==> src/rtl/ahss_pkg.sv <==
// Shared types and constants for the adaptive hopping slot scheduler.
// Used by ahss_div and adaptive_hopping_slot_scheduler; no dependencies.
`default_nettype none

package ahss_pkg;

  // Datapath width of the shared divider
  localparam int unsigned DIV_W = 16;

  // Parameter defaults
  localparam int unsigned MAX_PHASE_DEF    = 7;
  localparam int unsigned NEWTON_STEPS_DEF = 5;

  // Command codes carried in the request's tuser
  typedef enum logic [1:0] {
    OP_TICK  = 2'd0,
    OP_START = 2'd1,
    OP_STOP  = 2'd2,
    OP_NONE  = 2'd3
  } op_t;

  // Configuration register indexes
  localparam logic [1:0] CFG_CHAN_COUNT = 2'd0;
  localparam logic [1:0] CFG_TARGET     = 2'd1;

  // Register reset values
  localparam logic [4:0] CHAN_COUNT_RST = 5'd16;
  localparam logic [7:0] TARGET_RST     = 8'd10;

  // Scheduler state reset values
  localparam logic [15:0] PHASE_END_RST = 16'd3;
  localparam logic [7:0]  CLIQUE_RST    = 8'd2;

  // Channel mapping and arithmetic constants
  localparam logic [4:0]  CHAN_BASE  = 5'd11;
  localparam logic [4:0]  CHAN_IDLE  = 5'd26;
  localparam logic [4:0]  K_MAX      = 5'd16;
  localparam logic [15:0] ROOT_SEED  = 16'd100;
  localparam logic [15:0] PROB_FULL  = 16'hFFFF;

endpackage

`default_nettype wire

==> src/rtl/ahss_div.sv <==
// Restoring radix-2 divider, one quotient bit per cycle, shared by the scheduler.
// Depends on ahss_pkg for the datapath width.
`default_nettype none

module ahss_div (
  input  wire logic                      clk,
  input  wire logic                      rst_n,
  input  wire logic                      start,
  input  wire logic [ahss_pkg::DIV_W-1:0] dividend,
  input  wire logic [ahss_pkg::DIV_W-1:0] divisor,
  output logic                           done,
  output logic [ahss_pkg::DIV_W-1:0]     quotient,
  output logic [ahss_pkg::DIV_W-1:0]     remainder
);

  localparam int unsigned W     = ahss_pkg::DIV_W;
  localparam int unsigned CNT_W = $clog2(W + 1);

  logic [W-1:0]     quo_r;
  logic [W-1:0]     rem_r;
  logic [W-1:0]     dvs_r;
  logic [CNT_W-1:0] cnt_r;
  logic             done_r;

  logic [W:0] rem_sh;
  logic       fits;

  // Shift in the next dividend bit and try the subtraction
  assign rem_sh = {rem_r, quo_r[W-1]};
  assign fits   = rem_sh >= {1'b0, dvs_r};

  always_ff @(posedge clk) begin
    if (!rst_n) begin
      cnt_r  <= '0;
      done_r <= 1'b0;
    end else begin
      done_r <= 1'b0;
      if (start) begin
        quo_r <= dividend;
        rem_r <= '0;
        dvs_r <= divisor;
        cnt_r <= CNT_W'(W);
      end else if (cnt_r != '0) begin
        // The partial remainder stays below the divisor, so W bits hold it
        rem_r  <= fits ? W'(rem_sh - {1'b0, dvs_r}) : rem_sh[W-1:0];
        quo_r  <= {quo_r[W-2:0], fits};
        cnt_r  <= cnt_r - CNT_W'(1);
        done_r <= (cnt_r == CNT_W'(1));
      end
    end
  end

  assign done      = done_r;
  assign quotient  = quo_r;
  assign remainder = rem_r;

endmodule

`default_nettype wire

==> src/rtl/adaptive_hopping_slot_scheduler.sv <==
// Slot scheduler for multichannel neighbor discovery (top level).
// Depends on ahss_pkg and ahss_div.
`default_nettype none

// Channel | Dir | Handshake                | Contents
// --------+-----+--------------------------+----------------------------------------
// in_     | in  | in_tvalid / in_tready    | command in tuser, slot inputs in tdata
// out_    | out | out_tvalid / out_tready  | slot kind in tuser, slot decision tdata
// cfg_    | in  | cfg_valid / cfg_ready    | register index and write data
//
// Start, stop, the unused op and ticks that end discovery: the request goes straight
// to ST_OUT, which moves the result into the output register once that is free.
// A discovery tick runs one shared divider for the phase boundary modulo, up to
// NEWTON_STEPS square-root steps and the probability scale; the boundary check
// is skipped on a slot count wrap to zero or a zero phase end. The divider and
// the 16-bit multiplier are the units that set how long a tick takes.
// Reset is synchronous, active low. in_tready is low while a request is in work;
// a finished result that finds the output register still occupied holds the
// sequencer, and with it in_tready, until out_tready frees that register.

module adaptive_hopping_slot_scheduler #(
  parameter int unsigned MAX_PHASE    = ahss_pkg::MAX_PHASE_DEF,
  parameter int unsigned NEWTON_STEPS = ahss_pkg::NEWTON_STEPS_DEF
) (
  input  wire logic        clk,
  input  wire logic        rst_n,
  // Request channel
  input  wire logic        in_tvalid,
  output logic             in_tready,
  input  wire logic [31:0] in_tdata,   // [7:0] neighbors_found, [23:8] coin_random,
                                       // [27:24] channel_pick, [31:28] zero
  input  wire logic [1:0]  in_tuser,   // [1:0] op
  // Result channel
  output logic             out_tvalid,
  input  wire logic        out_tready,
  output logic [47:0]      out_tdata,  // [0] transmit, [5:1] radio_channel,
                                       // [21:6] tx_probability, [37:22] slot_number,
                                       // [40:38] phase_number, [47:41] zero
  output logic [0:0]       out_tuser,  // [0] slot_active
  // Configuration write channel
  input  wire logic        cfg_valid,
  output logic             cfg_ready,
  input  wire logic [1:0]  cfg_index,
  input  wire logic [7:0]  cfg_data
);

  localparam int unsigned W      = ahss_pkg::DIV_W;
  localparam int unsigned STEP_W = $clog2(NEWTON_STEPS + 1);

  typedef enum logic [3:0] {
    ST_IDLE, ST_MOD, ST_MODW, ST_SQ, ST_SQM, ST_SS, ST_NT, ST_NTW,
    ST_Q, ST_QW, ST_PM, ST_FIN, ST_OUT
  } state_t;

  state_t state_r;

  // Configuration registers
  logic [4:0] chan_count_r;
  logic [7:0] target_r;

  // Scheduler state
  logic        running_r;
  logic [15:0] slot_count_r;
  logic [2:0]  phase_r;
  logic [15:0] phase_end_r;
  logic [7:0]  clique_r;

  // Latched request and working registers
  logic [15:0]       coin_r;
  logic [3:0]        pick_r;
  logic [4:0]        k_r;
  logic [15:0]       a_r;
  logic [15:0]       s_r;
  logic [15:0]       x_r;
  logic [15:0]       prev_r;
  logic [STEP_W-1:0] step_r;
  logic [15:0]       mul_r;

  // Result under construction and output register
  logic        res_active_r;
  logic        res_tx_r;
  logic [4:0]  res_chan_r;
  logic [15:0] res_prob_r;
  logic        out_valid_r;
  logic        out_active_r;
  logic        out_tx_r;
  logic [4:0]  out_chan_r;
  logic [15:0] out_prob_r;
  logic [15:0] out_slot_r;
  logic [2:0]  out_phase_r;

  // Request fields
  ahss_pkg::op_t in_op;
  logic [7:0]    in_found;
  logic [15:0]   in_coin;
  logic [3:0]    in_pick;
  logic          in_fire;
  logic          out_free;

  // Combinational helpers
  logic [4:0]  k_clamp;
  logic [15:0] slot_nxt;
  logic [2:0]  phase_nxt;
  logic [7:0]  clique_nxt;
  logic [10:0] pe_prod;
  logic [15:0] four_kn;
  logic [15:0] x_nxt;
  logic [3:0]  pick_lim;
  logic [3:0]  pick_clamp;
  logic [15:0] mul_a;
  logic [15:0] mul_b;
  logic [15:0] mul_lo;

  // Shared divider
  logic         div_start;
  logic [W-1:0] div_dvd;
  logic [W-1:0] div_dvs;
  logic         div_done;
  logic [W-1:0] div_quo;
  logic [W-1:0] div_rem;

  assign in_op    = ahss_pkg::op_t'(in_tuser);
  assign in_found = in_tdata[7:0];
  assign in_coin  = in_tdata[23:8];
  assign in_pick  = in_tdata[27:24];

  assign in_tready = (state_r == ST_IDLE);
  assign in_fire   = in_tvalid && in_tready;
  assign out_free  = !out_valid_r || out_tready;
  assign cfg_ready = 1'b1;

  // Clamp channel count to 1..16
  always_comb begin
    if (chan_count_r == 5'd0) begin
      k_clamp = 5'd1;
    end else if (chan_count_r > ahss_pkg::K_MAX) begin
      k_clamp = ahss_pkg::K_MAX;
    end else begin
      k_clamp = chan_count_r;
    end
  end

  assign slot_nxt = slot_count_r + 16'd1;

  // Phase boundary update: saturate phase, set estimate to 2**phase, push phase end out
  assign phase_nxt  = (phase_r < 3'(MAX_PHASE)) ? phase_r + 3'd1 : phase_r;
  assign clique_nxt = 8'd1 << phase_nxt;
  assign pe_prod    = 11'(phase_nxt) * 11'(clique_nxt);

  assign four_kn = 16'({k_r, 2'b00}) * 16'(clique_r);

  // Newton step: x = (x + s/x) / 2 over a 17-bit sum
  assign x_nxt = 16'(({1'b0, x_r} + {1'b0, div_quo}) >> 1);

  assign pick_lim   = 4'(k_r - 5'd1);
  assign pick_clamp = (pick_r > pick_lim) ? pick_lim : pick_r;

  // Shared multiplier: a*a for the discriminant, then (a - x) * scale
  assign mul_a  = (state_r == ST_SQM) ? a_r : (a_r - x_r);
  assign mul_b  = (state_r == ST_SQM) ? a_r : div_quo;
  assign mul_lo = 16'(mul_a * mul_b);

  // Divider operand select
  always_comb begin
    div_start = 1'b0;
    div_dvd   = s_r;
    div_dvs   = x_r;
    case (state_r)
      ST_MOD: begin
        div_start = 1'b1;
        div_dvd   = slot_count_r;
        div_dvs   = phase_end_r;
      end
      ST_NT: begin
        div_start = (x_r != 16'd0);
      end
      ST_Q: begin
        div_start = 1'b1;
        div_dvd   = ahss_pkg::PROB_FULL;
        div_dvs   = {7'd0, clique_r, 1'b0};
      end
      default: begin
        div_start = 1'b0;
      end
    endcase
  end

  ahss_div u_div (
    .clk       (clk),
    .rst_n     (rst_n),
    .start     (div_start),
    .dividend  (div_dvd),
    .divisor   (div_dvs),
    .done      (div_done),
    .quotient  (div_quo),
    .remainder (div_rem)
  );

  always_ff @(posedge clk) begin
    if (!rst_n) begin
      state_r      <= ST_IDLE;
      chan_count_r <= ahss_pkg::CHAN_COUNT_RST;
      target_r     <= ahss_pkg::TARGET_RST;
      running_r    <= 1'b0;
      slot_count_r <= 16'd0;
      phase_r      <= 3'd0;
      phase_end_r  <= ahss_pkg::PHASE_END_RST;
      clique_r     <= ahss_pkg::CLIQUE_RST;
      out_valid_r  <= 1'b0;
    end else begin
      // Register writes; a request in work keeps the channel count latched when taken
      if (cfg_valid && cfg_ready) begin
        case (cfg_index)
          ahss_pkg::CFG_CHAN_COUNT: chan_count_r <= cfg_data[4:0];
          ahss_pkg::CFG_TARGET:     target_r     <= cfg_data;
          default: ;
        endcase
      end

      // Drop the result once taken; a reload from ST_OUT wins below
      if (out_valid_r && out_tready && (state_r != ST_OUT)) begin
        out_valid_r <= 1'b0;
      end

      case (state_r)
        ST_IDLE: begin
          if (in_fire) begin
            coin_r       <= in_coin;
            pick_r       <= in_pick;
            k_r          <= k_clamp;
            res_active_r <= 1'b0;
            res_tx_r     <= 1'b0;
            res_chan_r   <= ahss_pkg::CHAN_IDLE;
            res_prob_r   <= 16'd0;
            state_r      <= ST_OUT;
            case (in_op)
              ahss_pkg::OP_TICK: begin
                if (running_r && (in_found < target_r)) begin
                  slot_count_r <= slot_nxt;
                  // Skip the boundary check on wrap to zero or a zero phase end
                  state_r <= ((slot_nxt != 16'd0) && (phase_end_r != 16'd0)) ?
                             ST_MOD : ST_SQ;
                end else begin
                  // Discovery over: drop back to the idle schedule
                  running_r    <= 1'b0;
                  slot_count_r <= 16'd0;
                  phase_r      <= 3'd0;
                  phase_end_r  <= ahss_pkg::PHASE_END_RST;
                  clique_r     <= ahss_pkg::CLIQUE_RST;
                end
              end
              ahss_pkg::OP_START: running_r <= 1'b1;
              ahss_pkg::OP_STOP:  running_r <= 1'b0;
              default: ;
            endcase
          end
        end
        ST_MOD: begin
          state_r <= ST_MODW;
        end
        ST_MODW: begin
          if (div_done) begin
            if (div_rem == 16'd0) begin
              phase_r     <= phase_nxt;
              clique_r    <= clique_nxt;
              phase_end_r <= phase_end_r + 16'({pe_prod, 2'b00});
            end
            state_r <= ST_SQ;
          end
        end
        ST_SQ: begin
          // a = 2k + n - 1
          a_r     <= 16'({k_r, 1'b0}) + 16'(clique_r) - 16'd1;
          state_r <= ST_SQM;
        end
        ST_SQM: begin
          mul_r   <= mul_lo;
          state_r <= ST_SS;
        end
        ST_SS: begin
          s_r     <= mul_r - four_kn;
          x_r     <= ahss_pkg::ROOT_SEED;
          prev_r  <= 16'd0;
          step_r  <= '0;
          state_r <= ST_NT;
        end
        ST_NT: begin
          // A zero root ends the iteration
          state_r <= (x_r == 16'd0) ? ST_Q : ST_NTW;
        end
        ST_NTW: begin
          if (div_done) begin
            x_r    <= x_nxt;
            prev_r <= x_nxt;
            if (((step_r != '0) && (prev_r == x_nxt)) ||
                (step_r == STEP_W'(NEWTON_STEPS - 1))) begin
              state_r <= ST_Q;
            end else begin
              step_r  <= step_r + STEP_W'(1);
              state_r <= ST_NT;
            end
          end
        end
        ST_Q: begin
          state_r <= ST_QW;
        end
        ST_QW: begin
          if (div_done) begin
            state_r <= ST_PM;
          end
        end
        ST_PM: begin
          mul_r   <= mul_lo;
          state_r <= ST_FIN;
        end
        ST_FIN: begin
          res_active_r <= 1'b1;
          res_tx_r     <= (coin_r < mul_r);
          res_chan_r   <= ahss_pkg::CHAN_BASE + {1'b0, pick_clamp};
          res_prob_r   <= mul_r;
          state_r      <= ST_OUT;
        end
        ST_OUT: begin
          // Hold until the output register is free
          if (out_free) begin
            out_valid_r  <= 1'b1;
            out_active_r <= res_active_r;
            out_tx_r     <= res_tx_r;
            out_chan_r   <= res_chan_r;
            out_prob_r   <= res_prob_r;
            out_slot_r   <= slot_count_r;
            out_phase_r  <= phase_r;
            state_r      <= ST_IDLE;
          end
        end
        default: begin
          state_r <= ST_IDLE;
        end
      endcase
    end
  end

  assign out_tvalid = out_valid_r;
  assign out_tuser  = out_active_r;
  assign out_tdata  = {7'd0, out_phase_r, out_slot_r, out_prob_r, out_chan_r, out_tx_r};

  // The divider only finishes while the sequencer waits for it
  a_div_done_wait: assert property (@(posedge clk) disable iff (!rst_n)
    div_done |-> (state_r == ST_MODW || state_r == ST_NTW || state_r == ST_QW))
    else $error("divider finished outside a wait state");

  // The clique estimate stays a power of two
  a_clique_pow2: assert property (@(posedge clk) disable iff (!rst_n)
    $onehot(clique_r))
    else $error("clique estimate is not a power of two");

  // The phase never passes its saturation point
  a_phase_sat: assert property (@(posedge clk) disable iff (!rst_n)
    phase_r <= 3'(MAX_PHASE))
    else $error("phase beyond saturation");

  // A newly accepted request leaves the block busy on the next cycle
  a_busy_after_req: assert property (@(posedge clk) disable iff (!rst_n)
    in_fire |=> !in_tready)
    else $error("request accepted while the previous one is still in work");

endmodule

`default_nettype wire

==> config.mk <==
export PLATFORM = sky130hd
export DESIGN_NAME = adaptive_hopping_slot_scheduler
export DESIGN_NICKNAME = d
export VERILOG_FILES = /design/src/rtl/ahss_pkg.sv /design/src/rtl/ahss_div.sv /design/src/rtl/adaptive_hopping_slot_scheduler.sv
export SDC_FILE = /design/constraint.sdc
export NUM_CORES = 1
export LEC_CHECK = 0
export ABC_AREA = 1
export BUFFER_PORTS_ARGS = -buffer_cell sky130_fd_sc_hd__buf_4
export CORE_MARGIN = 2
export CORE_UTILIZATION = 35
export CTS_BUF_LIST = sky130_fd_sc_hd__clkbuf_4
export CTS_CLUSTER_SIZE = 24
export DETAILED_ROUTE_END_ITERATION = 8
export HOLD_SLACK_MARGIN = 0.1
export PLACE_DENSITY = 0.48
export SLEW_MARGIN = 10
export SYNTH_ARGS = -nofsm -noshare
export SYNTH_HDL_FRONTEND = slang
export SYNTH_SLANG_ARGS = --single-unit
==> constraint.sdc <==
create_clock -name clk -period 9.2 [get_ports clk]
set_input_delay 0.46 -clock clk [delete_from_list [all_inputs] [get_ports clk]]
set_output_delay 0.46 -clock clk [all_outputs]
set_load 0.005 [all_outputs]
==> impl_results.md <==
- Post-synth top cells: inv_1, nand2_1, nor2_1
- Buffers on Ports: 88
- Worst skew pair latency: 820 ps
- Aggregate global routing overflow: 0
- Detailed-route wire length per cell: 16.4 um
- Layout cell share with drive strength beyond 1: 0.102
- Gp weighted congestion: 0.906
- Ys async rst share: 0
- Number of DRC markers in iteration 0: 922
- # rows: 90
- Pin count of the biggest net entering global routing: 49
- Top_reg_cell synth: edfxtp_1
- Register Area: 7410 sq um
- Unrepaired setup endpoints after global routing: false
- Count leader, synth: inv_1
- Worst slew pin tran: 966 ps
- Die area: 63100 sq um
- Multi-input gate area in the final layout: 12000 sq um
- Critical path arrival: 8100 ps
- HP Class: in2reg
- Die X: 251 um
- Vias: 17400
- Post-Syn Area per Cell: 8.36 sq um
- Critical path launch point type: flop
- Setup TNS: 0 ps
- Layout Nets: 3117
- Critical path capture point type: flop
- HPWL after DPL: 46500 um
- Hold Fails Final Rpt: 0
- Synth top area cells: edfxtp_1, ha_1, fa_1, inv_1, nand2_1
- CTS tree: built
- Yosys synthesis warning count: 0
- Post-synth top area share: 0.283
- Status: completed
- Clk sinks: 269
- Critical Path RT: 9780 ps
- Slowest cell delay on critical path: 550 ps
- Max-slew headroom: 0.354
- Cell Area, Synth: 21400 sq um
- Fmax achieved: 0.133 GHz
- Initial core utilization: 0.355
- Slowest-stage cell, CP: fa_1
- Root Driver: clkbuf_4
- Post-Route WL: 59000 um
- Antenna-violating nets left: 0
- Post-synth top area cell: edfxtp_1
- Fill cells: 6201
- CP Class: reg2reg
- Drt pass-1 iters: 5
- Htree depth: 3
- Number of global-route vias before repair: 17700
- GRT Util Overall: 0.192
- Seq/Total Area, Yosys: 0.346
- WHS: 231 ps
- Final max-slew violation count: 0
- # DRC: 0
- Clock Pin Slew Worst Setup and Hold Paths: 60 ps
- CTS buffer count: 78
- Initial antenna violation count: 2
- CTS max path bufs: 3
- Crit-path max FO: 6
- Via density per instance: 4.84
- Post-Synthesis Cells: 2560
- Max-Cap Viols: 0
- Library cells used by synthesis: 55
- Final Setup Violations: 0
- #FFs+latches synth: 269
- Core ar.: 60400 sq um
- Period utilization: 0.818
- Die H: 251 um
- Setup bufs post-CTS: 0
- Fin crit period: 7520 ps
- Clk_skew: 70.8 ps
- Post-synth EDFFs: 202
- Area Overhead vs Synth: 14.0%
- I/O Pins: 101
- First-pass GRT wire length: 94800 um
## timing repair
item | in CTS | in global routing
hold endpoints to repair | 43 | 0
hold buffers | 42 | 0
resized for setup | 0 | 0
## cells by family (layout without fill, tap and decap cells)
logic type / count (synthesis) / in the layout / share of synthesized area
other: 2 / 26 / 0.000351
buffers and inverters: 548 / 775 / 0.0987
xor gates and xnor gates: 105 / 105 / 0.0436
muxes: 1 / 1 / 0.000468
and+or+nand+nor: 966 / 966 / 0.191
DFF: 269 / 269 / 0.346
AOI/OAI and AO/OA: 352 / 352 / 0.0955
adders and majority gates: 317 / 317 / 0.224
## final cells by class
type                    count  share of cell area
clock buffers             115              0.0354
well taps                 782              0.0401
flip-flops and latches    269               0.304
clock inverters            19             0.00426
multi-input cells        1761               0.490
repair buffers            147              0.0495
inverters                 494              0.0760
diodes                      6            0.000615
## cells in the final DEF (no fill, tap or decap), types with 70 or more instances in the layout
cell type	netlist	layout
buf_4	9	105
fa_1	111	111
ha_1	206	206
nor2_1	268	266
nand3_1	124	124
a21oi_1	162	160
xor2_1	70	70
nand2_1	467	467
inv_1	486	486
clkbuf_4	0	115
edfxtp_1	202	202
o21ai_0	78	78
## layer usage
| metal | vias to the layer above | track usage | share of wire |
|---|---|---|---|
| met3 | 98 | 0.0372 | 0.045 |
| met2 | 375 | 0.324 | 0.47 |
| met4 | 0 | 0.0607 | 0.026 |
| met1 | 8235 | 0.248 | 0.45 |
| li1 | 8686 | - | - |
| met5 | - | 0 | 0 |
## registers in the layout (all words and copies together), names as in the netlist, 8 cells and up
signal	count
target_r	8
a_r	10
u_div.dvs_r	16
u_div.quotient	16
clique_r	8
u_div.remainder	16
slot_count_r	16
res_prob_r	16
mul_r	16
phase_end_r	15
s_r	16
out_slot_r	16
coin_r	16
prev_r	15
out_prob_r	16
## worst paths after layout
path | depth (start not counted) | to | from | slack, ps
max | 33 | mul_r[15] | prev_r[0] | 1680
min | 4 | target_r[2] | cfg_index[1] | 230
max reg2reg | 33 | mul_r[15] | prev_r[0] | 1680
min reg2reg | 0 | out_prob_r[0] | res_prob_r[0] | 420
## worst max-delay path, delay by kind of cell, from the launching register on
family | cells | cell delay [ps]
xor gates and xnor gates | 1 | 360
adders and majority gates | 9 | 3840
and+or+nand+nor | 11 | 1260
DFF | 1 | 460
buffers and inverters | 7 | 540
AOI/OAI and AO/OA | 5 | 810
## stage by stage
stage | area [sq um] | setup WS [ps] | cells | utilization
after floorplan | 21500 | 2520 | 2578 | -
after global placement | 23000 | 1750 | 3411 | 0.381
after detailed placement | 23000 | 1730 | 3411 | 0.381
after CTS | 24400 | 1690 | 3587 | 0.404
after global routing | 24400 | 1220 | 3593 | 0.404
final | 24400 | 1680 | 3593 | 0.404
Power is left out: the tool's default activity adds up to more than one toggle a clock period on the data nets, which glitch-free logic cannot reach.
